<file path="src/design/rrts_pkg.sv">
// Shared types, codes and constants for the round-robin task scheduler.
package rrts_pkg;

  localparam int MAX_TASKS = 8;
  localparam int IDX_W     = (MAX_TASKS > 1) ? $clog2(MAX_TASKS) : 1;
  localparam int CNT_W     = $clog2(MAX_TASKS + 1);
  localparam int RATE_W    = 17;
  localparam int TICK_W    = 32;
  localparam int STACK_W   = 16;
  localparam int REQ_W     = 3;
  localparam int STAT_W    = 2;
  localparam int SST_W     = 2;

  localparam logic [RATE_W-1:0]  RATE_RESET = 17'd1000;
  localparam logic [STACK_W-1:0] MIN_STACK  = 16'd64;
  localparam logic [TICK_W-1:0]  ROUND_UP   = 32'd999;
  // floor(x / 1000) == (x * RECIP_1000) >> RECIP_SHIFT for every 32-bit x
  localparam logic [28:0]        RECIP_1000  = 29'd274877907;
  localparam int                 RECIP_SHIFT = 38;

  localparam logic [REQ_W-1:0] REQ_CREATE = 3'd0;
  localparam logic [REQ_W-1:0] REQ_START  = 3'd1;
  localparam logic [REQ_W-1:0] REQ_TICK   = 3'd2;
  localparam logic [REQ_W-1:0] REQ_YIELD  = 3'd3;
  localparam logic [REQ_W-1:0] REQ_DELAY  = 3'd4;
  localparam logic [REQ_W-1:0] REQ_EXIT   = 3'd5;

  localparam logic [STAT_W-1:0] STAT_OK        = 2'd0;
  localparam logic [STAT_W-1:0] STAT_FULL      = 2'd1;
  localparam logic [STAT_W-1:0] STAT_STACK     = 2'd2;
  localparam logic [STAT_W-1:0] STAT_NOT_ALLOW = 2'd3;

  localparam logic [SST_W-1:0] SLOT_READY    = 2'd0;
  localparam logic [SST_W-1:0] SLOT_SLEEPING = 2'd1;
  localparam logic [SST_W-1:0] SLOT_DONE     = 2'd2;

  typedef enum logic [2:0] {
    S_IDLE,
    S_EXEC,
    S_MUL,
    S_DIV,
    S_SLEEP,
    S_SCAN,
    S_DONE
  } state_t;

endpackage

</file>
<file path="src/design/rrts_ram.sv">
// Generic simple dual-port RAM with registered read.
module rrts_ram #(
  parameter int WIDTH = 8,
  parameter int DEPTH = 8,
  parameter int AW    = (DEPTH > 1) ? $clog2(DEPTH) : 1
) (
  input  logic             clk,
  input  logic             we,
  input  logic [AW-1:0]    waddr,
  input  logic [WIDTH-1:0] wdata,
  input  logic [AW-1:0]    raddr,
  output logic [WIDTH-1:0] rdata
);

  logic [WIDTH-1:0] mem [DEPTH];

  always_ff @(posedge clk) begin
    if (we) begin
      mem[waddr] <= wdata;
    end
    rdata <= mem[raddr];
  end

endmodule

</file>
<file path="src/design/round_robin_task_scheduler_top.sv">
// Top level of the round-robin task scheduler: control FSM, slot scan and delay math.
// Sequence: each request passes EXEC, then DONE; a tick and an accepted start,
//   yield or exit scan the slot table before DONE (one slot-table read per cycle); a
//   running delay does MUL, DIV (two multiplies) and SLEEP (sleep write-back) first.
// Throughput: one request at a time; a new request is taken while the last result waits.
// Reset (rst_n low, synchronous): empty table, idle task current, not started, tick 0,
//   tick rate 1000. Slot memories hold no reset state and need no clearing pass.
module round_robin_task_scheduler_top (
  input  logic                          clk,
  input  logic                          rst_n,
  input  logic                          cfg_wr_en,
  input  logic [rrts_pkg::RATE_W-1:0]   cfg_wr_data,
  input  logic                          in_valid,
  output logic                          in_ready,
  input  logic [rrts_pkg::REQ_W-1:0]    in_req_type,
  input  logic [rrts_pkg::STACK_W-1:0]  in_stack_size_bytes,
  input  logic [rrts_pkg::TICK_W-1:0]   in_delay_millis,
  output logic                          out_valid,
  input  logic                          out_ready,
  output logic [rrts_pkg::STAT_W-1:0]   out_status,
  output logic [rrts_pkg::IDX_W-1:0]    out_new_task_id,
  output logic [rrts_pkg::IDX_W-1:0]    out_running_task,
  output logic                          out_idle_running,
  output logic [rrts_pkg::TICK_W-1:0]   out_tick_now
);
  import rrts_pkg::*;

  state_t state_r, state_nxt;

  // scheduler state
  logic [RATE_W-1:0]  rate_r;
  logic [CNT_W-1:0]   used_r, used_nxt;
  logic [IDX_W-1:0]   cur_r, cur_nxt;
  logic               on_idle_r, on_idle_nxt;
  logic               started_r, started_nxt;
  logic [TICK_W-1:0]  tick_r, tick_nxt;

  // latched request
  logic [REQ_W-1:0]   req_r;
  logic [STACK_W-1:0] stack_r;
  logic [TICK_W-1:0]  ms_r;

  // result under construction
  logic [STAT_W-1:0]  stat_r, stat_nxt;
  logic [IDX_W-1:0]   new_id_r, new_id_nxt;

  // delay arithmetic
  logic [TICK_W-1:0]  prod_r, prod_nxt;
  logic [TICK_W-1:0]  quot_r, quot_nxt;
  logic [48:0]        rate_prod;
  logic [TICK_W-1:0]  rounded;
  logic [63:0]        recip_prod;
  logic [TICK_W-1:0]  ticks;

  // scan pipeline: issue one read per cycle, check the one issued last cycle
  logic               scan_tick_r, scan_tick_nxt;
  logic [IDX_W-1:0]   scan_idx_r, scan_idx_nxt;
  logic [CNT_W-1:0]   scan_left_r, scan_left_nxt;
  logic               chk_vld_r, chk_vld_nxt;
  logic [IDX_W-1:0]   chk_idx_r, chk_idx_nxt;
  logic               found;
  logic               scan_end;

  // output register
  logic               out_valid_r, out_valid_nxt;
  logic [STAT_W-1:0]  out_stat_r;
  logic [IDX_W-1:0]   out_new_id_r, out_run_r;
  logic               out_idle_r;
  logic [TICK_W-1:0]  out_tick_r;
  logic               out_load;

  // memory ports
  logic               sst_we, wake_we;
  logic [IDX_W-1:0]   mem_waddr, mem_raddr;
  logic [SST_W-1:0]   sst_wdata, sst_rdata;
  logic [TICK_W-1:0]  wake_wdata, wake_rdata;

  logic               running;
  logic               accept;

  assign running  = started_r && !on_idle_r;
  assign in_ready = (state_r == S_IDLE);
  assign accept   = in_valid && in_ready;
  assign out_load = (state_r == S_DONE) && (!out_valid_r || out_ready);

  assign rate_prod  = ms_r * rate_r;
  assign rounded    = prod_r + ROUND_UP;
  assign recip_prod = {32'd0, rounded} * {35'd0, RECIP_1000};
  assign ticks      = (quot_r == '0) ? {{(TICK_W-1){1'b0}}, 1'b1} : quot_r;

  assign found    = chk_vld_r && !scan_tick_r && (sst_rdata == SLOT_READY);
  assign scan_end = found || (!chk_vld_r && (scan_left_r == '0));

  rrts_ram #(.WIDTH(SST_W), .DEPTH(MAX_TASKS)) u_sst_ram (
    .clk   (clk),
    .we    (sst_we),
    .waddr (mem_waddr),
    .wdata (sst_wdata),
    .raddr (mem_raddr),
    .rdata (sst_rdata)
  );

  rrts_ram #(.WIDTH(TICK_W), .DEPTH(MAX_TASKS)) u_wake_ram (
    .clk   (clk),
    .we    (wake_we),
    .waddr (mem_waddr),
    .wdata (wake_wdata),
    .raddr (mem_raddr),
    .rdata (wake_rdata)
  );

  // next state
  always_comb begin
    state_nxt = state_r;
    unique case (state_r)
      S_IDLE: begin
        if (accept) begin
          state_nxt = S_EXEC;
        end
      end
      S_EXEC: begin
        unique case (req_r)
          REQ_START: state_nxt = started_r ? S_DONE : S_SCAN;
          REQ_TICK:  state_nxt = S_SCAN;
          REQ_YIELD,
          REQ_EXIT:  state_nxt = running ? S_SCAN : S_DONE;
          REQ_DELAY: state_nxt = running ? S_MUL : S_DONE;
          default:   state_nxt = S_DONE;
        endcase
      end
      S_MUL:   state_nxt = S_DIV;
      S_DIV:   state_nxt = S_SLEEP;
      S_SLEEP: state_nxt = S_SCAN;
      S_SCAN: begin
        if (scan_end) begin
          state_nxt = S_DONE;
        end
      end
      S_DONE: begin
        if (out_load) begin
          state_nxt = S_IDLE;
        end
      end
      default: state_nxt = S_IDLE;
    endcase
  end

  // datapath and memory control
  always_comb begin
    used_nxt      = used_r;
    cur_nxt       = cur_r;
    on_idle_nxt   = on_idle_r;
    started_nxt   = started_r;
    tick_nxt      = tick_r;
    stat_nxt      = stat_r;
    new_id_nxt    = new_id_r;
    prod_nxt      = prod_r;
    quot_nxt      = quot_r;
    scan_tick_nxt = scan_tick_r;
    scan_idx_nxt  = scan_idx_r;
    scan_left_nxt = scan_left_r;
    chk_vld_nxt   = 1'b0;
    chk_idx_nxt   = chk_idx_r;
    out_valid_nxt = out_valid_r;
    sst_we        = 1'b0;
    wake_we       = 1'b0;
    mem_waddr     = cur_r;
    mem_raddr     = scan_idx_r;
    sst_wdata     = SLOT_READY;
    wake_wdata    = tick_r + ticks;

    if (out_valid_r && out_ready) begin
      out_valid_nxt = 1'b0;
    end

    unique case (state_r)
      S_EXEC: begin
        stat_nxt      = STAT_OK;
        new_id_nxt    = '0;
        scan_tick_nxt = 1'b0;
        scan_left_nxt = used_r;
        // round-robin order starts just after the current slot
        scan_idx_nxt  = ({1'b0, cur_r} + 1'b1 == used_r) ? '0 : cur_r + 1'b1;
        unique case (req_r)
          REQ_CREATE: begin
            if (stack_r < MIN_STACK) begin
              stat_nxt = STAT_STACK;
            end else if (used_r >= CNT_W'(MAX_TASKS)) begin
              stat_nxt = STAT_FULL;
            end else begin
              new_id_nxt = used_r[IDX_W-1:0];
              sst_we     = 1'b1;
              mem_waddr  = used_r[IDX_W-1:0];
              sst_wdata  = SLOT_READY;
              used_nxt   = used_r + 1'b1;
            end
          end
          REQ_START: begin
            if (started_r) begin
              stat_nxt = STAT_NOT_ALLOW;
            end else begin
              started_nxt  = 1'b1;
              scan_idx_nxt = '0;
            end
          end
          REQ_TICK: begin
            tick_nxt      = tick_r + 1'b1;
            scan_tick_nxt = 1'b1;
            scan_idx_nxt  = '0;
          end
          REQ_YIELD: begin
            if (!running) begin
              stat_nxt = STAT_NOT_ALLOW;
            end
          end
          REQ_DELAY: begin
            if (!running) begin
              stat_nxt = STAT_NOT_ALLOW;
            end
          end
          REQ_EXIT: begin
            if (!running) begin
              stat_nxt = STAT_NOT_ALLOW;
            end else begin
              sst_we    = 1'b1;
              sst_wdata = SLOT_DONE;
            end
          end
          default: stat_nxt = STAT_NOT_ALLOW;
        endcase
      end
      S_MUL: begin
        prod_nxt = rate_prod[TICK_W-1:0];
      end
      S_DIV: begin
        quot_nxt = {6'd0, recip_prod[63:RECIP_SHIFT]};
      end
      S_SLEEP: begin
        // park the current task; the scan starts after this write lands
        sst_we    = 1'b1;
        wake_we   = 1'b1;
        sst_wdata = SLOT_SLEEPING;
      end
      S_SCAN: begin
        if (scan_left_r != '0) begin
          chk_vld_nxt   = 1'b1;
          chk_idx_nxt   = scan_idx_r;
          scan_left_nxt = scan_left_r - 1'b1;
          scan_idx_nxt  = ({1'b0, scan_idx_r} + 1'b1 == used_r) ? '0 : scan_idx_r + 1'b1;
        end
        if (scan_tick_r && chk_vld_r && (sst_rdata == SLOT_SLEEPING) &&
            (tick_r >= wake_rdata)) begin
          sst_we    = 1'b1;
          mem_waddr = chk_idx_r;
          sst_wdata = SLOT_READY;
        end
        if (scan_end && !scan_tick_r) begin
          if (found) begin
            on_idle_nxt = 1'b0;
            cur_nxt     = chk_idx_r;
          end else begin
            on_idle_nxt = 1'b1;
            cur_nxt     = '0;
          end
        end
      end
      S_DONE: begin
        if (out_load) begin
          out_valid_nxt = 1'b1;
        end
      end
      default: ;
    endcase
  end

  always_ff @(posedge clk) begin
    if (!rst_n) begin
      state_r     <= S_IDLE;
      rate_r      <= RATE_RESET;
      used_r      <= '0;
      cur_r       <= '0;
      on_idle_r   <= 1'b1;
      started_r   <= 1'b0;
      tick_r      <= '0;
      chk_vld_r   <= 1'b0;
      out_valid_r <= 1'b0;
    end else begin
      state_r     <= state_nxt;
      used_r      <= used_nxt;
      cur_r       <= cur_nxt;
      on_idle_r   <= on_idle_nxt;
      started_r   <= started_nxt;
      tick_r      <= tick_nxt;
      chk_vld_r   <= chk_vld_nxt;
      out_valid_r <= out_valid_nxt;
      if (cfg_wr_en) begin
        rate_r <= cfg_wr_data;
      end
    end
  end

  // payload registers: no reset
  always_ff @(posedge clk) begin
    if (accept) begin
      req_r   <= in_req_type;
      stack_r <= in_stack_size_bytes;
      ms_r    <= in_delay_millis;
    end
    stat_r      <= stat_nxt;
    new_id_r    <= new_id_nxt;
    prod_r      <= prod_nxt;
    quot_r      <= quot_nxt;
    scan_tick_r <= scan_tick_nxt;
    scan_idx_r  <= scan_idx_nxt;
    scan_left_r <= scan_left_nxt;
    chk_idx_r   <= chk_idx_nxt;
    if (out_load) begin
      out_stat_r   <= stat_r;
      out_new_id_r <= new_id_r;
      out_run_r    <= on_idle_r ? '0 : cur_r;
      out_idle_r   <= on_idle_r;
      out_tick_r   <= tick_r;
    end
  end

  assign out_valid        = out_valid_r;
  assign out_status       = out_stat_r;
  assign out_new_task_id  = out_new_id_r;
  assign out_running_task = out_run_r;
  assign out_idle_running = out_idle_r;
  assign out_tick_now     = out_tick_r;

endmodule

</file>
<file path="config.mk">
export PLATFORM = sky130hd
export DESIGN_NAME = round_robin_task_scheduler_top
export DESIGN_NICKNAME = d
export VERILOG_FILES = /design/src/design/rrts_pkg.sv /design/src/design/rrts_ram.sv /design/src/design/round_robin_task_scheduler_top.sv
export SDC_FILE = /design/constraint.sdc
export NUM_CORES = 2
export LEC_CHECK = 0
export BUFFER_PORTS_ARGS = -buffer_cell sky130_fd_sc_hd__buf_2
export CAP_MARGIN = 20
export CORE_MARGIN = 5
export CORE_UTILIZATION = 59
export CTS_BUF_LIST = sky130_fd_sc_hd__clkbuf_8 sky130_fd_sc_hd__clkbuf_16
export CTS_CLUSTER_DIAMETER = 150
export DETAILED_ROUTE_END_ITERATION = 8
export HOLD_SLACK_MARGIN = 0.05
export PLACE_DENSITY = 0.85
export SKIP_CTS_REPAIR_TIMING = 1
export SKIP_LAST_GASP = 1
export SLEW_MARGIN = 0
export SYNTH_ARGS = -nofsm -noshare
export SYNTH_HDL_FRONTEND = slang
export SYNTH_SLANG_ARGS = --single-unit
export TNS_END_PERCENT = 5
</file>
<file path="constraint.sdc">
create_clock -name clk -period 9.35 [get_ports clk]
set_input_delay 0.935 -clock clk [delete_from_list [all_inputs] [get_ports clk]]
set_output_delay 0.935 -clock clk [all_outputs]
set_load 0.05 [all_outputs]
</file>
==> results.cfg <==
[setup_path]
end_kind = flip-flop
crit_top_cell = fa_1
critPathMaxFanout = 11
reg2reg_depth = 33
path_class = reg -> reg
worstPathRequired_ns = 9.71
r2r_end = quot_r[22]$_DFFE_PP_
cp_slowest_cell = fa_1
start_kind = flip-flop
arrival_ns = 9.36
ff2ff_setup_slack_ns = 0.35
timing.rr.start = prod_r[10]$_DFFE_PP_
path_delay_family = adder cells
max_stage_delay_ns = 0.53
path_buf_inv = 4

[routing]
wl_met3_um = 8810
ant_nets = 0
drtIter0Drc = 2624
wirelength_um = 109000
wl_met1_um = 42500
detail_route.first_pass.iterations = 5
top_layer = met4
met2_length_um = 54200
wl_per_cell_um = 20.9
num_vias = 30406
viasPerCell = 5.81
drc_errors = 0

[clock_network]
htreeDepth = 2
cts_tree = done
cts_made_buffers = 52
root_buffer = clkbuf_16
cts.clk_slew.worst_paths_ns = 0.06
cts.sink_count = 526
clockBufferDepth = 3
clk_latency_ns = 0.62

[final_layout]
final_core_util_pct = 64.2
multiInputGateArea_um2 = 28800
diodes = 0
layout_common_cells = 778 x inv_1, 618 x fa_1, 512 x ha_1, 429 x edfxtp_1, 413 x nand2_1
syn2layout_area_growth_pct = 8.04
drive_gt1_share_pct = 9.80
layout.cells.non_filler = 5234
fillers = 5559
post-route-cell-area_um2 = 50700
fin_nets = 5344
final_common_cell = inv_1
register_area_um2 = 14800

[synthesis]
synth_top_area_share_pct = 27.5
yosys_warnings = 0
synth_area_leaders = edfxtp_1 27%, fa_1 26%, ha_1 14%, inv_1 6.1%, dfxtp_1 4.1%
ys_ff_latch = 526
synth_edf_count = 429
synth.avg_cell_area_um2 = 11.6
synthesis.area_um2 = 46900
synth_ff_type = edfxtp_1
synthCells = 4044
yosysTopAreaCell = edfxtp_1
seq_area_frac_synth_pct = 31.6
synthArstFlopShare_pct = 0
synth_nets = 5247
ys_types = 74

[die]
row_count = 103
fp.coreArea_um2 = 78900
start_util_pct = 59.5
ios = 116
dieWidth_um = 292
die_y_um = 292
fp.dieArea_um2 = 85200

[grt]
antenna_found_initial = 0
grt_util_all_layers_pct = 25.8
grt_pass1_wl_um = 175000
grt_pass1_vias = 33105
grt_overflow = 0
grt_start_max_net_pins = 65

[sta]
finalCriticalPeriod_ns = 9.00
slew_violations = 0
finalSetupViolCount = 0
tightest_slew_ns = 1.10
hold_viol = 0
fmax_mhz = 111
whs_ns = 0.426
finalCritPeriodShare_pct = 96.3
slew_headroom_pct = 26.2
fin_worst_skew_ns = 0.0209

[status]
status = finished clean

[hold_path]
holdPathStages = 0
min_from = stat_r[0]$_DFFE_PP_
hold-path-endpoint = out_status[0]$_DFFE_PP_
hold_path_class = reg -> reg

[placement]
dpl_cell_area_um2 = 48800
dpl.cell_count = 5134
dp_hpwl_um = 82000
gp_congestion = 0.949
port_buffers = 109

[job]
drv_cap = 0
[metrics by stage]
step | setup slack [ns] | TNS (ns)
global placement | 0.466 | 0
detailed placement | 0.105 | 0
floorplan | 0.594 | 0
finish | 0.347 | 0
CTS | 0.0300 | 0
global route | -0.0611 | -0.0956
[Yosys cell counts, types with 17 or more instances]
| cell type | number |
|---|---|
| a21o_1 | 38 |
| a21oi_1 | 88 |
| and2_1 | 135 |
| and3_1 | 19 |
| clkbuf_1 | 132 |
| dfxtp_1 | 97 |
| edfxtp_1 | 429 |
| fa_1 | 618 |
| ha_1 | 512 |
| inv_1 | 763 |
| mux2_2 | 36 |
| mux2i_1 | 20 |
| mux4_2 | 68 |
| nand2_1 | 413 |
| nand2b_1 | 21 |
| nand3_1 | 38 |
| nand4_1 | 24 |
| nor2_1 | 96 |
| nor2b_1 | 42 |
| nor3_1 | 20 |
| o21ai_0 | 63 |
| or3_1 | 17 |
| xnor2_1 | 125 |
| xor2_1 | 51 |
[layout make-up]
class / count / area share [%]
timing repair buffer: 185 / 2.21
sequential: 526 / 29.3
inverter: 763 / 5.65
tap: 1050 / 2.59
clock buffer: 59 / 2.76
clock inverter: 38 / 0.664
multi-input combinational: 2613 / 56.9
[worst register-to-register path, delay by kind of cell, from the launching register on]
family | cells | cell delay [ns]
adder cells (fa/ha/maj) | 9 | 3.75
buffers and inverters | 4 | 0.50
AO/OA/AOI/OAI | 9 | 1.97
AND/OR/NAND/NOR | 10 | 1.88
XOR/XNOR | 1 | 0.21
flip-flops | 1 | 0.45
[worst max-delay path by stage]
stage,to,depth (start not counted),startpoint,slack (ns)
after floorplan,quot_r[19]$_DFFE_PP_,31,prod_r[0]$_DFFE_PP_,0.59
after global placement,quot_r[22]$_DFFE_PP_,33,prod_r[10]$_DFFE_PP_,0.47
final,quot_r[22]$_DFFE_PP_,33,prod_r[10]$_DFFE_PP_,0.35
after CTS,quot_r[22]$_DFFE_PP_,30,prod_r[10]$_DFFE_PP_,0.03
after global routing,quot_r[22]$_DFFE_PP_,33,prod_r[10]$_DFFE_PP_,-0.06
after detailed placement,quot_r[22]$_DFFE_PP_,31,prod_r[0]$_DFFE_PP_,0.11
[kinds of logic (layout without fill, tap and decap cells)]
kind of cell               Yosys count  after routing  share of synthesized area (%)
adders and majority gates         1130           1130                           40.0
buffers and inverters              905           1045                           7.27
and+or+nand+nor                    862            862                           8.71
DFF                                526            526                           31.6
AOI/OAI and AO/OA                  321            321                           4.52
xor gates and xnor gates           176            176                           3.29
muxes                              124            124                           4.56
[per-layer routing]
metal | track usage [%] | up-vias
met5 | 0 | -
met3 | 4.69 | 315
li1 | - | 13370
met4 | 8.28 | 0
met1 | 33.8 | 15270
met2 | 44.2 | 1451
[flip-flops by register name, indices dropped and copies added, names as in the netlist, 3 cells and up]
signal            cells
used_r                4
cur_r                 3
quot_r               23
ms_r                 32
u_sst_ram.mem        16
out_tick_now         32
req_r                 3
state_r               3
mem_raddr             3
rate_r               17
scan_left_r           4
new_id_r              3
tick_r               32
prod_r               32
u_wake_ram.rdata     32
out_new_task_id       3
stack_r              10
chk_idx_r             3
out_running_task      3
u_wake_ram.mem      256
Power is left out: the tool's default activity adds up to more than one toggle a clock period on the data nets, which glitch-free logic cannot reach.
